**src/lpr_pkg.sv**
```systemverilog
package lpr_pkg;

  localparam int NUM_FRAMES = 16;
  localparam int IDX_W      = (NUM_FRAMES > 1) ? $clog2(NUM_FRAMES) : 1;
  localparam int OCC_W      = $clog2(NUM_FRAMES + 1);
  localparam int PAGE_W     = 52;
  localparam int STAMP_W    = 48;
  localparam int CFG_W      = 5;

  // request travelling down the cell chain
  typedef struct packed {
    logic               valid;
    logic [PAGE_W-1:0]  page;
    logic               found;
    logic [IDX_W-1:0]   found_idx;
    logic [STAMP_W-1:0] min_stamp;
    logic [IDX_W-1:0]   min_idx;
  } lpr_token_t;

  // frame update broadcast to every cell
  typedef struct packed {
    logic               we;
    logic [IDX_W-1:0]   idx;
    logic [PAGE_W-1:0]  page;
    logic [STAMP_W-1:0] stamp;
  } lpr_wr_t;

  // fill level and usable frame count; user must keep them stable while a request is in flight (not enforced)
  typedef struct packed {
    logic [OCC_W-1:0] occupancy;
    logic [OCC_W-1:0] cap;
  } lpr_ctl_t;

endpackage

```
**src/lpr_cell.sv**
```systemverilog
module lpr_cell import lpr_pkg::*; (
  input  logic             clk_i,
  input  logic             rst_ni,
  input  logic [IDX_W-1:0] cell_idx_i,
  input  lpr_ctl_t         ctl_i,
  input  lpr_wr_t          wr_i,
  input  lpr_token_t       tok_i,
  output lpr_token_t       tok_o
);

  logic [PAGE_W-1:0]  page_q;
  logic [STAMP_W-1:0] stamp_q;
  lpr_token_t         tok_d;
  lpr_token_t         tok_q;
  logic               valid_q;
  logic               occupied;
  logic               candidate;

  assign occupied  = OCC_W'(cell_idx_i) < ctl_i.occupancy;
  assign candidate = OCC_W'(cell_idx_i) < ctl_i.cap;

  always_comb begin
    tok_d = tok_i;
    // lowest matching frame wins, so an earlier hit is kept
    if (!tok_i.found && occupied && (page_q == tok_i.page)) begin
      tok_d.found     = 1'b1;
      tok_d.found_idx = cell_idx_i;
    end
    // strict compare keeps the lower index on equal stamps
    if (candidate && ((cell_idx_i == '0) || (stamp_q < tok_i.min_stamp))) begin
      tok_d.min_stamp = stamp_q;
      tok_d.min_idx   = cell_idx_i;
    end
  end

  always_ff @(posedge clk_i or negedge rst_ni) begin
    if (!rst_ni) begin
      valid_q <= 1'b0;
    end else begin
      valid_q <= tok_d.valid;
    end
  end

  always_ff @(posedge clk_i) begin
    tok_q <= tok_d;
    if (wr_i.we && (wr_i.idx == cell_idx_i)) begin
      page_q  <= wr_i.page;
      stamp_q <= wr_i.stamp;
    end
  end

  // valid comes from the reset flop, the rest of the request from the payload flops
  always_comb begin
    tok_o       = tok_q;
    tok_o.valid = valid_q;
  end

endmodule

```
**src/lru_page_replacement_core.sv**
```systemverilog
// lru page replacement, one frame per cell in a chain of NUM_FRAMES cells
// the request is registered in each cell in turn, then in the result registers
// one request at a time: busy is high from accept until the request leaves the chain
// reset: asynchronous, active low; clears fill level, time and fault counters,
//   frames_in_use returns to 16; frame contents stay undefined until written
// results are shown for one cycle only, the receiver cannot stall them
module lru_page_replacement_core import lpr_pkg::*; (
  input  logic                clk_i,
  input  logic                rst_ni,
  // request side
  input  logic                start,
  output logic                busy,
  input  logic [PAGE_W-1:0]   page_number_i,
  // result side
  output logic                result_valid_o,
  output logic                hit_o,
  output logic [3:0]          frame_index_o,
  output logic                evicted_o,
  output logic [STAMP_W-1:0]  fault_count_o,
  // configuration port
  input  logic                psel,
  input  logic                penable,
  input  logic                pwrite,
  input  logic [2:0]          paddr,
  input  logic [31:0]         pwdata,
  output logic [31:0]         prdata,
  output logic                pready
);

  localparam logic [2:0] ADDR_FRAMES_IN_USE = 3'd0;

  // configuration register
  logic [CFG_W-1:0] frames_in_use_q, frames_in_use_d;
  logic             cfg_we;

  // control state
  logic               busy_q, busy_d;
  logic [OCC_W-1:0]   occ_q, occ_d;
  logic [STAMP_W-1:0] time_q, time_d;
  logic [STAMP_W-1:0] fault_q, fault_d;

  // result registers
  logic               res_valid_q, res_valid_d;
  logic               hit_q, hit_d;
  logic [3:0]         frame_q, frame_d;
  logic               evict_q, evict_d;

  logic [OCC_W-1:0]   cap;
  logic [31:0]        cap_wide;
  logic               accept;
  logic               full;
  logic [IDX_W-1:0]   frame_sel;
  logic [31:0]        frame_wide;
  lpr_ctl_t           ctl;
  lpr_wr_t            wr;
  lpr_token_t         tok [NUM_FRAMES+1];
  lpr_token_t         tok_end;

  // apb: no wait states, register decoded on the word address bit
  assign pready = 1'b1;
  assign cfg_we = psel && penable && pwrite && pready && (paddr[2] == ADDR_FRAMES_IN_USE[2]);
  assign prdata = (paddr[2] == ADDR_FRAMES_IN_USE[2]) ? 32'(frames_in_use_q) : '0;
  assign frames_in_use_d = cfg_we ? pwdata[CFG_W-1:0] : frames_in_use_q;

  // usable frames: zero reads as one, saturate at the frame count
  always_comb begin
    if (frames_in_use_q == '0) begin
      cap_wide = 32'd1;
    end else if (32'(frames_in_use_q) > 32'(NUM_FRAMES)) begin
      cap_wide = 32'(NUM_FRAMES);
    end else begin
      cap_wide = 32'(frames_in_use_q);
    end
  end
  assign cap = cap_wide[OCC_W-1:0];

  assign busy   = busy_q;
  assign accept = start && !busy_q;

  assign ctl.occupancy = occ_q;
  assign ctl.cap       = cap;

  // head of the chain: a fresh request with nothing found yet
  always_comb begin
    tok[0]           = '0;
    tok[0].valid     = accept;
    tok[0].page      = page_number_i;
  end

  for (genvar g = 0; g < NUM_FRAMES; g++) begin : g_cell
    lpr_cell u_cell (
      .clk_i      (clk_i),
      .rst_ni     (rst_ni),
      .cell_idx_i (IDX_W'(g)),
      .ctl_i      (ctl),
      .wr_i       (wr),
      .tok_i      (tok[g]),
      .tok_o      (tok[g+1])
    );
  end

  assign tok_end = tok[NUM_FRAMES];

  // tail of the chain: pick the frame, update counters and the chosen cell
  assign full = !(occ_q < cap);

  always_comb begin
    if (tok_end.found) begin
      frame_sel = tok_end.found_idx;
    end else if (full) begin
      frame_sel = tok_end.min_idx;
    end else begin
      frame_sel = occ_q[IDX_W-1:0];
    end
  end

  assign frame_wide = 32'(frame_sel);

  // hit rewrites the same page, so page and stamp go back on every request
  assign wr.we    = tok_end.valid;
  assign wr.idx   = frame_sel;
  assign wr.page  = tok_end.page;
  assign wr.stamp = time_q;

  always_comb begin
    busy_d      = busy_q;
    occ_d       = occ_q;
    time_d      = time_q;
    fault_d     = fault_q;
    res_valid_d = tok_end.valid;
    hit_d       = hit_q;
    frame_d     = frame_q;
    evict_d     = evict_q;
    if (accept) begin
      busy_d = 1'b1;
    end
    if (tok_end.valid) begin
      busy_d  = 1'b0;
      time_d  = time_q + 1'b1;
      hit_d   = tok_end.found;
      frame_d = frame_wide[3:0];
      evict_d = !tok_end.found && full;
      if (!tok_end.found) begin
        fault_d = fault_q + 1'b1;
        if (!full) begin
          occ_d = occ_q + 1'b1;
        end
      end
    end
  end

  always_ff @(posedge clk_i or negedge rst_ni) begin
    if (!rst_ni) begin
      frames_in_use_q <= CFG_W'(16);
      busy_q          <= 1'b0;
      occ_q           <= '0;
      time_q          <= '0;
      fault_q         <= '0;
      res_valid_q     <= 1'b0;
    end else begin
      frames_in_use_q <= frames_in_use_d;
      busy_q          <= busy_d;
      occ_q           <= occ_d;
      time_q          <= time_d;
      fault_q         <= fault_d;
      res_valid_q     <= res_valid_d;
    end
  end

  always_ff @(posedge clk_i) begin
    hit_q   <= hit_d;
    frame_q <= frame_d;
    evict_q <= evict_d;
  end

  assign result_valid_o = res_valid_q;
  assign hit_o          = hit_q;
  assign frame_index_o  = frame_q;
  assign evicted_o      = evict_q;
  assign fault_count_o  = fault_q;

endmodule
```
**config.mk**
```make
export PLATFORM = sky130hd
export DESIGN_NAME = lru_page_replacement_core
export DESIGN_NICKNAME = d
export VERILOG_FILES = /design/src/lpr_pkg.sv /design/src/lpr_cell.sv /design/src/lru_page_replacement_core.sv
export SDC_FILE = /design/constraint.sdc
export NUM_CORES = 2
export LEC_CHECK = 0
export ABC_AREA = 1
export BUFFER_PORTS_ARGS = -buffer_cell sky130_fd_sc_hd__clkbuf_2
export CAP_MARGIN = 20
export CORE_MARGIN = 5
export CORE_UTILIZATION = 38
export CTS_CLUSTER_SIZE = 28
export DETAILED_ROUTE_END_ITERATION = 8
export PLACE_DENSITY_LB_ADDON = 0.08
export SYNTH_ARGS = -nofsm -noshare
export SYNTH_HDL_FRONTEND = slang
export SYNTH_SLANG_ARGS = --single-unit
```
**constraint.sdc**
```tcl
create_clock -name clk_i -period 8.83 [get_ports clk_i]
set_clock_uncertainty 0.1 [all_clocks]
set_input_delay 0.4415 -clock clk_i [delete_from_list [all_inputs] [get_ports clk_i]]
set_output_delay 0.4415 -clock clk_i [all_outputs]
set_load 0.01 [all_outputs]
```
==> results by group <==
Floorplan
  • Die height: 597 um
  • Core ar.: 343000 um2
  • Top Ports: 182
  • Die area: 356000 um2
  • Row Count: 215
  • Initial Utilization: 38.1%
  • Die Wd: 597 um

Synth
  • Post-synth ARST share: 3.65%
  • Synthesized flop and latch total: 3396
  • Post-Synth Adder-Cell Area: 6.81%
  • Synthesized-area fraction occupied by xor and xnor cells: 3.01%
  • Synthesized instance count: 12200
  • Ys flop type: dfxtp_1
  • Syn avg cell area: 10.7 um2
  • Main combinational cell family by area after synthesis: simple AND/OR/NAND/NOR gates
  • Mux contribution to synthesized area: 0%
  • Synth Area in Compound Gates: 3.56%
  • Post-synth EDFFs: 1606
  • Sequential area share after synthesis: 64.8%
  • Library cells used by synthesis: 53
  • Simple-gate share of the synthesized area: 16.0%
  • Ys Warns: 0
  • Synthesized cell area: 131000 um2

Clocking
  • # H-tree levels: 5
  • Inserted Clock Buffers: 372
  • Max Buffers Root-to-Sink: 4
  • CTS clk-pin slew, worst paths: 0.06 ns
  • Skew-Pair Late Insertion Delay: 0.93 ns
  • Total clock sinks: 3396
  • Clock root cell: clkbuf_16
  • CTS tree: done

Routing
  • TritonRoute pass-1 iters: 6
  • DR vias: 83600
  • Metal2 WL: 157000 um
  • Aggregate routed wire length: 355000 um
  • Routed length on met3: 16500 um
  • DRT met1 WL: 171000 um
  • DRC viols: 0
  • 1st-iter DRT viols: 5600
  • Top Metal Used: met4
  • Vias per Instance: 4.75
  • Post-route ant nets: 0
  • Avg WL per Cell: 20.2 um

Final layout
  • Storage cell area: 84700 um2
  • Commonest non-fill, non-tap cells in the layout: nand2_1, dfxtp_1, inv_1
  • Commonest non-fill, non-tap cell in the layout: nand2_1
  • Post-route insts no fill: 17600
  • Fillers: 31900
  • Syn-to-layout area delta: 15.6%
  • Nets: 13500
  • Finished Cell Area: 151000 um2
  • Multi-input gate area: 38900 um2
  • Layout cells sized above 1: 8.07%

Placed design
  • Placed Cells: 16800
  • Port Buffers: 124
  • Cell Area, Placed: 137000 um2
  • Gpl congestion: 0.893
  • DP HPWL: 267000 um

Worst setup path
  • Critical Path Fanout Max: 61
  • CP peak stage delay: 0.80 ns
  • Cells along the critical path: nor2_1 -> nand2_1 -> nand2_1 -> nand2_1 -> ha_1 -> a21oi_1 -> o21a_1 -> nand2_1 -> nand2_1 -> nor2_1 -> nor2_1 -> nand2_1 -> nor2_4 -> buf_4 -> buf_4
  • CP max-delay cell: buf_4
  • R2R cell count: 15
  • CP endpoint kind: flop
  • WP data arrival: 5.22 ns
  • Worst Path Required: 9.29 ns
  • Most frequent CP cell: nand2_1
  • Setup crit start kind: flop
  • Crit Path Category: flop to flop

Timing
  • Final worst-path cycle share: 53.9%
  • FMAX: 0.210 GHz
  • Setup repair after global routing missed its margin: no
  • Final number of max-transition violations: 0
  • Final Setup Violations: 0
  • Max_slew headroom: 29.3%
  • Setup TNS: 0 ns
  • Worst Max-Slew Pin Slew: 1.06 ns
  • Final Hold Viols: 0
  • Fin crit period: 4.76 ns
  • Hold Slack: 0.0873 ns

Power and ir drop
  • Power per cell area: 239 nW/um2
  • Leakage power total: 64.8 nW
  • Worst vdd ir: 0.183 mV

Hold path
  • Worst min path class: input port to flop
  • Hold depth: 2

GRT
  • Global route overflow: 0
  • Vias in the first global route: 83200
  • Total GRT Usage: 19.5%
  • Initial antenna violation count: 30
  • Pin count of the biggest net entering global routing: 101
  • First-pass GRT wire length: 528000 um

Status
  • Outcome: complete, no violations

Flow run
  • Max-Cap Viols: 0
critical path, delay by kind of cell (launching register included):
kind                     cells  cell delay, ns
AND/OR/NAND/NOR             10            1.66
buffers and inverters        2            1.30
flip-flops                   1            0.48
adder cells (fa/ha/maj)      1            0.38
AO/OA/AOI/OAI                2            0.36
through the flow:
| step | setup WS [ns] | utilization [%] | power [mW] |
|---|---|---|---|
| 5_1_grt | 3.73 | 44.1 | 37.7 |
| 4_1_cts | 3.97 | 44.0 | 36.6 |
| 6_report | 4.07 | 44.1 | 36.2 |
| 2_1_floorplan | 2.17 | - | 19.4 |
| 3_3_place_gp | 3.95 | 40.0 | 20.5 |
| 3_5_place_dp | 3.99 | 40.0 | 20.6 |
sequential cells by signal (all words and copies together), names as in the netlist:
signal                 flops
g_cell.u_cell.page_q     832
occ_q                      5
evicted_o                  1
frames_in_use_q            5
g_cell.u_cell.valid_q     16
result_valid_o             1
busy                       1
time_q                    48
hit_o                      1
frame_index_o              4
fault_count_o             48
g_cell.u_cell.stamp_q    768
g_cell.u_cell.tok_o     1666
layout make-up:
cell class	instances	share of cell area, %
inverter	1627	4.04
timing repair buffer	365	1.93
sequential	3396	56.0
multi-input combinational	6918	25.7
antenna	26	0.0430
clock buffer	532	7.20
clock inverter	161	1.26
tap	4557	3.77
routing by layer:
layer,vias up,track usage [%]
met5,-,0
met4,0,5.53
met3,514,2.48
met2,2010,30.7
met1,39700,28.4
li1,41300,-
cells by family after synthesis:
kind of cell,Yosys count
AND/OR/NAND/NOR,4909
flip-flops,3396
buffers and inverters,1949
AO/OA/AOI/OAI,820
adder cells (fa/ha/maj),712
XOR/XNOR,449
other,2
power by group:
part,switching [mW],leakage (nW),total (mW),internal (mW)
logic,1.98,27.2,2.69,0.712
clock network,6.34,6.28,15.9,9.59
registers,0.517,31.3,17.6,17.0
total,8.83,64.8,36.2,27.4
path summary, 6_finish.rpt:
kind                                                startpoint                               endpoint  slack, ns
setup reg to reg                frames_in_use_q[2]$_DFFE_PN0P_  g_cell[14].u_cell.page_q[0]$_DFFE_PP_       4.07
min in group asynchronous                               rst_ni         frames_in_use_q[2]$_DFFE_PN0P_       0.19
setup / recovery                frames_in_use_q[2]$_DFFE_PN0P_  g_cell[14].u_cell.page_q[0]$_DFFE_PP_       4.07
max in group asynchronous                               rst_ni    g_cell[11].u_cell.valid_q$_DFF_PN0_       7.28
hold / removal                               page_number_i[45]    g_cell[0].u_cell.tok_o[102]$_DFF_P_       0.09
hold reg to reg            g_cell[12].u_cell.valid_q$_DFF_PN0_    g_cell[13].u_cell.valid_q$_DFF_PN0_       0.22
cell usage after synthesis, types with 84 or more instances:
master / instances / share of area [%]
nand2_1: 2953 / 8.5
dfxtp_1: 1666 / 26
inv_1: 1617 / 4.6
edfxtp_1: 1606 / 37
ha_1: 712 / 6.8
nand3_1: 622 / 2.4
nor2_1: 617 / 1.8
nand4_1: 449 / 2.1
a21oi_1: 349 / 1.3
xnor2_1: 270 / 1.8
o21ai_0: 217 / 0.83
xor2_1: 179 / 1.2
clkbuf_1: 175 / 0.50
dfrtp_1: 123 / 2.4
o22ai_1: 107 / 0.51
nor3_1: 98 / 0.38
buf_2: 95 / 0.36
or2_2: 84 / 0.40
timing repair:
item                                    in CTS  in global routing
buffers inserted                             0                  0
endpoints found under the hold margin      148                  0
gates resized for setup                      0                  0
hold buffers                                95                  0
endpoints found under the setup margin       0                  0
Note: power is estimated with default switching activity, not from simulation.
